`src/hdl/sorted_priority_queue_top_defines.svh`:
```
// Assertion macros for the sorted priority queue.
// Used by sorted_priority_queue_top; expects clk and rst in scope.
`ifndef SORTED_PRIORITY_QUEUE_TOP_DEFINES_SVH
`define SORTED_PRIORITY_QUEUE_TOP_DEFINES_SVH
`ifndef SYNTHESIS
`define SPQ_ASSERT_SAME(label, ante, cons) \
  label: assert property (@(posedge clk) disable iff (rst) (ante) |-> (cons)) \
    else $error("sorted priority queue check failed");
`define SPQ_ASSERT_NEXT(label, ante, cons) \
  label: assert property (@(posedge clk) disable iff (rst) (ante) |=> (cons)) \
    else $error("sorted priority queue check failed");
`else
`define SPQ_ASSERT_SAME(label, ante, cons)
`define SPQ_ASSERT_NEXT(label, ante, cons)
`endif
`endif

```
`src/hdl/spq_pkg.sv`:
```
// Shared constants and types for the sorted priority queue.
// No dependencies; used by spq_cell and sorted_priority_queue_top.
package spq_pkg;

  localparam int QUEUE_DEPTH = 16;
  localparam int COUNT_W = $clog2(QUEUE_DEPTH + 1);
  localparam int DATA_W = 32;

  localparam logic [1:0] OP_ENQUEUE = 2'd0;
  localparam logic [1:0] OP_DEQUEUE = 2'd1;
  localparam logic [1:0] OP_PEEK = 2'd2;

  localparam logic [1:0] ST_OK = 2'd0;
  localparam logic [1:0] ST_EMPTY = 2'd1;
  localparam logic [1:0] ST_FULL = 2'd2;
  localparam logic [1:0] ST_NULL = 2'd3;

  typedef enum logic [1:0] {
    CELL_HOLD,
    CELL_INSERT,
    CELL_SHIFT
  } cell_cmd_t;

  typedef struct packed {
    cell_cmd_t cmd;
    logic [DATA_W-1:0] new_payload;
    logic signed [DATA_W-1:0] new_priority;
  } cell_ctrl_t;

endpackage

```
`src/hdl/spq_cell.sv`:
```
// One slot of the sorted chain: holds a payload and priority.
// Depends on spq_pkg; instantiated by sorted_priority_queue_top.
module spq_cell (
  input  logic clk,
  input  spq_pkg::cell_ctrl_t ctrl,
  input  logic occ,
  input  logic left_ge,
  input  logic [spq_pkg::DATA_W-1:0] left_payload,
  input  logic signed [spq_pkg::DATA_W-1:0] left_priority,
  input  logic [spq_pkg::DATA_W-1:0] right_payload,
  input  logic signed [spq_pkg::DATA_W-1:0] right_priority,
  output logic ge,
  output logic [spq_pkg::DATA_W-1:0] cell_payload,
  output logic signed [spq_pkg::DATA_W-1:0] cell_priority
);

  logic [spq_pkg::DATA_W-1:0] payload_next;
  logic signed [spq_pkg::DATA_W-1:0] priority_next;

  assign ge = occ && (cell_priority >= ctrl.new_priority);

  always_comb begin
    payload_next = cell_payload;
    priority_next = cell_priority;
    unique case (ctrl.cmd)
      spq_pkg::CELL_INSERT: begin
        if (!ge && left_ge) begin
          payload_next = ctrl.new_payload;
          priority_next = ctrl.new_priority;
        end else if (!ge) begin
          payload_next = left_payload;
          priority_next = left_priority;
        end
      end
      spq_pkg::CELL_SHIFT: begin
        payload_next = right_payload;
        priority_next = right_priority;
      end
      default: begin
      end
    endcase
  end

  always_ff @(posedge clk) begin
    cell_payload <= payload_next;
    cell_priority <= priority_next;
  end

endmodule

```
`src/hdl/sorted_priority_queue_top.sv`:
```
// Stable sorted priority queue: a chain of spq_cell slots kept in order, head in slot 0.
// Takes one request per cycle; every request gives one result in an output register.
// A request is accepted only in a cycle where no result waits or the waiting result is taken,
// so a stalled output stalls the input. The rate is set by the priority compare done
// combinationally in all cells at once. No clearing pass after reset.
// Depends on spq_pkg, spq_cell and sorted_priority_queue_top_defines.svh.
`include "sorted_priority_queue_top_defines.svh"

module sorted_priority_queue_top (
  input  logic clk,
  input  logic rst,
  input  logic in_valid,
  output logic in_ready,
  input  logic [1:0] operation,
  input  logic [spq_pkg::DATA_W-1:0] payload,
  input  logic signed [spq_pkg::DATA_W-1:0] priority_req,
  output logic out_valid,
  input  logic out_ready,
  output logic [1:0] status,
  output logic [spq_pkg::DATA_W-1:0] head_payload,
  output logic [spq_pkg::COUNT_W-1:0] entry_count
);

  localparam int DEPTH = spq_pkg::QUEUE_DEPTH;

  logic [spq_pkg::COUNT_W-1:0] count;
  logic [spq_pkg::COUNT_W-1:0] count_next;
  logic [1:0] status_next;
  logic [spq_pkg::DATA_W-1:0] head_next;
  logic in_fire;
  spq_pkg::cell_ctrl_t ctrl;

  logic [DEPTH-1:0] occ;
  logic [DEPTH-1:0] ge;
  logic [DEPTH-1:0] left_ge;
  logic [spq_pkg::DATA_W-1:0] cell_payload [DEPTH];
  logic signed [spq_pkg::DATA_W-1:0] cell_priority [DEPTH];
  logic [spq_pkg::DATA_W-1:0] left_payload [DEPTH];
  logic signed [spq_pkg::DATA_W-1:0] left_priority [DEPTH];
  logic [spq_pkg::DATA_W-1:0] right_payload [DEPTH];
  logic signed [spq_pkg::DATA_W-1:0] right_priority [DEPTH];

  assign in_ready = !out_valid || out_ready;
  assign in_fire = in_valid && in_ready;

  // decode request
  always_comb begin
    ctrl.cmd = spq_pkg::CELL_HOLD;
    ctrl.new_payload = payload;
    ctrl.new_priority = priority_req;
    count_next = count;
    status_next = spq_pkg::ST_OK;
    head_next = '0;
    unique case (operation)
      spq_pkg::OP_ENQUEUE: begin
        if (payload == '0) begin
          status_next = spq_pkg::ST_NULL;
        end else if (count == spq_pkg::COUNT_W'(DEPTH)) begin
          status_next = spq_pkg::ST_FULL;
        end else begin
          ctrl.cmd = spq_pkg::CELL_INSERT;
          count_next = count + 1'b1;
        end
      end
      spq_pkg::OP_DEQUEUE, spq_pkg::OP_PEEK: begin
        if (count == '0) begin
          status_next = spq_pkg::ST_EMPTY;
        end else begin
          head_next = cell_payload[0];
          if (operation == spq_pkg::OP_DEQUEUE) begin
            ctrl.cmd = spq_pkg::CELL_SHIFT;
            count_next = count - 1'b1;
          end
        end
      end
      default: begin
      end
    endcase
    if (!in_fire) begin
      ctrl.cmd = spq_pkg::CELL_HOLD;
    end
  end

  for (genvar i = 0; i < DEPTH; i++) begin : g_cell
    assign occ[i] = spq_pkg::COUNT_W'(i) < count;
    if (i == 0) begin : g_first
      assign left_ge[i] = 1'b1;
      assign left_payload[i] = '0;
      assign left_priority[i] = '0;
    end else begin : g_mid
      assign left_ge[i] = ge[i-1];
      assign left_payload[i] = cell_payload[i-1];
      assign left_priority[i] = cell_priority[i-1];
    end
    if (i == DEPTH - 1) begin : g_last
      assign right_payload[i] = cell_payload[i];
      assign right_priority[i] = cell_priority[i];
    end else begin : g_inner
      assign right_payload[i] = cell_payload[i+1];
      assign right_priority[i] = cell_priority[i+1];
    end

    spq_cell u_cell (
      .clk            (clk),
      .ctrl           (ctrl),
      .occ            (occ[i]),
      .left_ge        (left_ge[i]),
      .left_payload   (left_payload[i]),
      .left_priority  (left_priority[i]),
      .right_payload  (right_payload[i]),
      .right_priority (right_priority[i]),
      .ge             (ge[i]),
      .cell_payload   (cell_payload[i]),
      .cell_priority  (cell_priority[i])
    );
  end

  always_ff @(posedge clk) begin
    if (rst) begin
      count <= '0;
      out_valid <= 1'b0;
    end else begin
      if (in_fire) begin
        count <= count_next;
        out_valid <= 1'b1;
      end else if (out_ready) begin
        out_valid <= 1'b0;
      end
    end
    if (in_fire) begin
      status <= status_next;
      head_payload <= head_next;
      entry_count <= count_next;
    end
  end

  `SPQ_ASSERT_SAME(a_count_bound, 1'b1, count <= spq_pkg::COUNT_W'(DEPTH))
  `SPQ_ASSERT_NEXT(a_insert_grows, in_fire && ctrl.cmd == spq_pkg::CELL_INSERT, count == $past(count) + 1'b1)
  `SPQ_ASSERT_SAME(a_empty_count, out_valid && status == spq_pkg::ST_EMPTY, entry_count == '0 && head_payload == '0)
  `SPQ_ASSERT_SAME(a_result_count, out_valid, entry_count == count)

endmodule
```
`config.mk`:
```
export PLATFORM = sky130hd
export DESIGN_NAME = sorted_priority_queue_top
export DESIGN_NICKNAME = d
export VERILOG_FILES = /design/src/hdl/spq_pkg.sv /design/src/hdl/spq_cell.sv /design/src/hdl/sorted_priority_queue_top.sv
export VERILOG_INCLUDE_DIRS = /design/src /design/src/hdl
export SDC_FILE = /design/constraint.sdc
export NUM_CORES = 2
export LEC_CHECK = 0
export ABC_AREA = 1
export BUFFER_PORTS_ARGS = -buffer_cell sky130_fd_sc_hd__buf_2
export CAP_MARGIN = 20
export CELL_PAD_IN_SITES_DETAIL_PLACEMENT = 0
export CELL_PAD_IN_SITES_GLOBAL_PLACEMENT = 1
export CORE_ASPECT_RATIO = 1.25
export CORE_MARGIN = 3
export CORE_UTILIZATION = 50
export CTS_BUF_LIST = sky130_fd_sc_hd__clkbuf_16
export CTS_CLUSTER_SIZE = 8
export DETAILED_ROUTE_END_ITERATION = 7
export HOLD_SLACK_MARGIN = 0.06
export PLACE_DENSITY = 0.87
export SYNTH_ARGS = -nofsm -noshare
export SYNTH_HDL_FRONTEND = slang
export SYNTH_SLANG_ARGS = --single-unit
```
`constraint.sdc`:
```
create_clock -name clk -period 10.3 [get_ports clk]
set_input_delay 0.515 -clock clk [delete_from_list [all_inputs] [get_ports clk]]
set_output_delay 0.515 -clock clk [all_outputs]
set_load 0.02 [all_outputs]
```
Word level (Yosys, flattened, before mapping). Index checks and enable logic that the tools add are counted.

Flip-flop bits (word level): 1069.

Equality and inequality tests: 21. Muxes and demuxes: 109. Add/sub/neg operators: 2. Order comparisons: 32. Bitwise gates (word level): 1. Reductions and logical operators: 72.

Operators with widths (count): two-way mux 32 bit (62); one-hot mux 32 bit (2 select lines) (30); greater-or-equal comparator 32 bit (16); inequality test 3 bit (second input constant) (14); less-than comparator 4 x 5 -> 1 bit (first input constant) (8); logical AND 1 bit (32); logical NOT 32 bit (1); AND reduction 2 bit (16); less-than comparator 3 x 5 -> 1 bit (first input constant) (4); two-way mux 5 bit (4); logical NOT 1 bit (16); less-than comparator 1 x 5 -> 1 bit (first input constant) (2); less-than comparator 2 x 5 -> 1 bit (first input constant) (2); two-way mux 2 bit (5); one-hot mux 5 bit (2 select lines) (1); one-hot mux 2 bit (2 select lines) (2); adder 5 x 1 -> 5 bit (second input constant) (1); == test 5 bit (second input constant) (1); logical NOT 5 bit (1); two-way mux 1 bit (5); subtractor 5 x 1 -> 5 bit (second input constant) (1); == test 2 x 1 -> 1 bit (second input constant) (2); == test 2 bit (second input constant) (2); inequality test 2 bit (second input constant) (2); 5 further kinds (7).

Longest topological paths before layout.
Depth in word-level cells: 8. Gate-level depth with buffers: 22. Gate-level depth less buffers: 21.

Modules after synthesis. A second synthesis with hierarchy kept.

Cell total of the unflattened synthesis: 10998. Area, all modules: 82481.6 µm².

By module, submodules not included: spq_cell at g_cell[0].u_cell ... (cells each 669, times used 13, area each 5012.3 µm²); spq_cell at g_cell[7].u_cell ... (cells each 669, times used 3, area each 4963.5 µm²); sorted_priority_queue_top (cells each 294, times used 1, area each 2431.1 µm²).

Worst setup path before layout. Ideal clock, no wire load.

Path kind: in2reg. From: input port payload[31] (netlist name). To: register g_cell[0].u_cell.cell_payload[0] (netlist name) (enable). Path slack: 3.129 ns. Buffers on the path: 2. Arrival: 6.597 ns. Stages on the path: 12. Cells stage by stage: nor4_1 > nand4_1 > nor2_1 > nor2_1 > nand2_1 > nor3_1 > inv_1 > ha_1 > clkbuf_1 > inv_2 > clkbuf_1 > o21ai_0.

Longest elaborated chain between the ends: 7.

Ends and longest elaborated chain: start: declaration (RTL line sorted_priority_queue_top.sv:15) `input logic [spq_pkg::DATA_W-1:0] payload,`; logical NOT 32 bit (*) (RTL line sorted_priority_queue_top.sv:56) `if (payload == '0) begin`; two-way mux 1 bit (*) (RTL line sorted_priority_queue_top.sv:56); one-hot mux 2 bit (2 select lines) (*) (RTL line sorted_priority_queue_top.sv:54) `unique case (operation)`; two-way mux 2 bit (*) (RTL line sorted_priority_queue_top.sv:79) `if (!in_fire) begin`; == test 2 x 1 -> 1 bit / == test 2 bit (equally long branches); inequality test 2 bit (no source line) / nonzero test 2 bit (equally long branches); AND reduction 2 bit (no source line) (*); end signal: assignment (RTL line spq_cell.sv:45) `cell_payload <= payload_next;`; end: declaration (RTL line spq_cell.sv:13) `output logic [spq_pkg::DATA_W-1:0] cell_payload,`.

Every way passes the cells marked *; elsewhere a longest branch is shown, timed or not. A chain may end at the register's enable or synchronous reset.

Final worst setup path.
From: register count[0] (netlist name). To: register g_cell[13].u_cell.cell_payload[5] (netlist name) (data pin).

Longest elaborated chain between the ends: 7.

Ends and longest elaborated chain: start: declaration (RTL line sorted_priority_queue_top.sv:26) `logic [spq_pkg::COUNT_W-1:0] count;`; start signal: assignment (RTL line sorted_priority_queue_top.sv:124) `count <= count_next;`; == test 5 bit (RTL line sorted_priority_queue_top.sv:58) `end else if (count == spq_pkg::COUNT_W'(DEPTH)) begin`; two-way mux 1 bit (RTL line sorted_priority_queue_top.sv:58); two-way mux 1 bit (RTL line sorted_priority_queue_top.sv:56); one-hot mux 2 bit (2 select lines) (RTL line sorted_priority_queue_top.sv:54); two-way mux 2 bit (RTL line sorted_priority_queue_top.sv:79); == test 2 bit / == test 2 x 1 -> 1 bit (equally long branches); one-hot mux 32 bit (2 select lines) (*) (RTL line spq_cell.sv:25) `unique case (ctrl.cmd)`; named net g_cell[13].u_cell.payload_next, one bit (RTL line spq_cell.sv:17) `logic [spq_pkg::DATA_W-1:0] payload_next;`; end signal: assignment (RTL line spq_cell.sv:45); end: declaration (RTL line spq_cell.sv:13).

The timed path passes the listed nets; every way through them passes the cells marked *.

==> metrics <==
area of the core 0.147 sq mm; vias in the first global route 64700; ys flop type edfxtp_1; # IOs 111; Total Die Area 0.153 sq mm; critical path class flip-flop to flip-flop; fmax 169 MHz; pwr/cell area 166 mW/mm^2; switching pwr 4.37 mW; Yosys reg bits 1069; Setup Skew 0.0367 ns; final core utilization 54.0%; Hold Crit Class primary input to flip-flop; Post-Syn Area 0.0744 sq mm; post-synth top area cell edfxtp_1; synthesized area per cell 7.88 sq um; layout cell share with drive strength beyond 1 7.64%; clock share of power 35.2%; grt total ovfl 0; die height 437 microns; Top Family by Delay on Critical Path buffers and inverters; Seq. cell area 0.0320 sq mm; Tmin final 5.93 ns; via count 65900; CTS tree done; fin nets 9847; leakage 37.9 nW; Worst Path Required 10.94 ns; CP Buf/Inv Count 7; DR vias/cell 5.88; largest net degree at the start of global routing 229; Max Cap Viol 0; ranking of synthesized cells by area edfxtp_1, nand2_1, nand3_1, ha_1, inv_1; Flop pwr share 41.8%; Post-synth EDFFs 1063; CTS buffer count 152; final max-slew violation count 118; Sw Ratio 33.2%; first-pass GRT wire length 385000 microns; post-synth cell types 44; HPWL after DPL 160000 microns; Root Driver clkbuf_16; Critical Path AT 6.57 ns; num rows 157; CP max FO 228; DRT iter0 DRCs 7568; unrepaired setup endpoints after global routing false; Clk Latency, worst-skew pair 0.80 ns; Bufs on Longest Clock Path 3; Synth Net Count 10000; drt drc 0; Yosys warnings 0; Post-synth top cells nand2_1, nand3_1, inv_1, edfxtp_1, ha_1; Comb power frac 23.0%; fin crit share 57.5%; Seq/Total Area, Yosys 43.1%; Synth-to-Final Area Change 6.81%; crit start category flip-flop; Die X 351 microns; Peak VDD IR 144 uV; share of the synthesized area in the top cell type 42.9%; TNS Setup 0 ns; Post-Route WL 254000 microns; CTS H-tree depth 4; most frequent cell after synthesis nand2_1; first-pass detailed-route iteration total 8; DR WL/cell 22.7 microns; Hold Violations, Final 0; Multi-input gate area 0.0345 sq mm; Post-synth ARST share 0%; status complete, but fails checks; worst-margin pin slew 1.65 ns; Setup crit end kind flip-flop; GRT Overall Usage 32.5%; crit path cell chain clkinv_1, ha_1, nand3_1, nor2_1, nor2_1, nand2_1, nor3_1, inv_1, ha_4, inv_8, buf_12, buf_12, buf_4, buf_16, nand3_1, nand2_1; max incr delay on CP 0.69 ns; Clock Pin Slew Worst Setup and Hold Paths 0.05 ns; Rel. slew slack -10.3%; Int Pwr 8.80 mW; IO Port Bufs 110; GPL Wtd Cong 0.935; Slowest-stage cell, CP buf_12; antenna viol nets, final 0; starting density of the core 50.6%; Clock Sinks 1069; Cells after Synth 9442; # setup viols final 0; failing checks slew limit; fillcell total 13900; initial antenna violation count 17
-- cells by family after synthesis --
logic type                 Yosys count  share of synthesized area (%)
and+or+nand+nor                   5652                           34.3
buffers and inverters             1755                           10.6
DFF                               1069                           43.1
adders and majority gates          520                           8.75
AOI/OAI and AO/OA                  443                           3.22
xor gates and xnor gates             3                         0.0353
-- power by group through the flow --
stage	Clock (mW)	Combinational, mW	Sequential (mW)
floorplan	0	2.07	5.53
global placement	0	2.87	5.57
detailed placement	0	2.95	5.58
CTS	4.67	2.97	5.50
global route	4.82	3.33	5.53
finish	4.64	3.04	5.50
-- state kept, by name (all words and copies together), names as in the netlist --
signal	count
g_cell.u_cell.cell_payload	512
entry_count	5
count	5
head_payload	32
out_valid	1
g_cell.u_cell.cell_priority	512
status	2
-- tightest hold or removal path, stage by stage --
cell and delay, ns:
buf_2 0.13, nand3_1 0.08, nand2_1 0.06
-- placed cells by master, fill, tap and decap left out, drive strengths merged, types with 8 or more instances in the layout --
cell type    netlist  routed
edfxtp          1063    1063
clkbuf           198     157
buf              413     234
nor2             179     179
inv             1143    1172
nand2           3479    3479
nand3           1656    1656
o21a              36      36
ha               520     520
dlygate4sd3        0      38
nor3               9       9
nor4              15      15
a21oi            239     239
o21bai             8       8
a21o              15      15
nand4            303     303
clkinv             1       9
o21ai            139     139
-- final timing paths --
check                                                            to  slack (ns)  cells past startpoint                              start
worst max-delay path              g_cell[13].u_cell.cell_payload[5]        4.37                     16                           count[0]
worst min-delay path            g_cell[15].u_cell.cell_priority[26]        0.10                      3                   priority_req[26]
worst max register to register    g_cell[13].u_cell.cell_payload[5]        4.37                     16                           count[0]
worst min register to register    g_cell[14].u_cell.cell_payload[4]        0.50                      2  g_cell[15].u_cell.cell_payload[4]
-- area by class of cell --
cell class	instances	share of cell area (%)
multi-input combinational	6618	43.4
antenna	7	0.0220
sequential	1069	40.3
tap	1908	3.00
inverter	1144	5.44
timing repair buffer	272	2.57
clock inverter	37	0.265
clock buffer	157	4.95
-- metal layers --
metal	part of all wire [%]	GRT usage, %	vias to the layer above	routed length, microns
li1	-	-	30800	-
met1	37	39.5	31100	95000
met2	48	55.2	3330	122000
met3	8.4	4.85	730	21500
met4	6.0	18.0	6	15200
met5	0.016	0	-	40
-- repair_timing --
item | CTS | global route
hold buffers | 38 | 0
gates resized for setup | 0 | 0
setup buffers | 0 | 0
hold endpoints to repair | 37 | 0
setup endpoints to repair | 0 | 0
-- stage by stage --
step           power (mW)  instances  setup WS, ns  cell area (sq um)  hold slack, ns
2_1_floorplan        7.61       9442          3.13              74400           0.495
3_3_place_gp         8.44      11000          4.10              74700           0.493
3_5_place_dp         8.52      11000          4.12              74800           0.504
4_1_cts              13.1      11200          4.18              79300          0.0601
5_1_grt              13.7      11200          4.03              79400          0.0991
6_report             13.2      11200          4.37              79400           0.101
(Power assumes the default switching activity.)
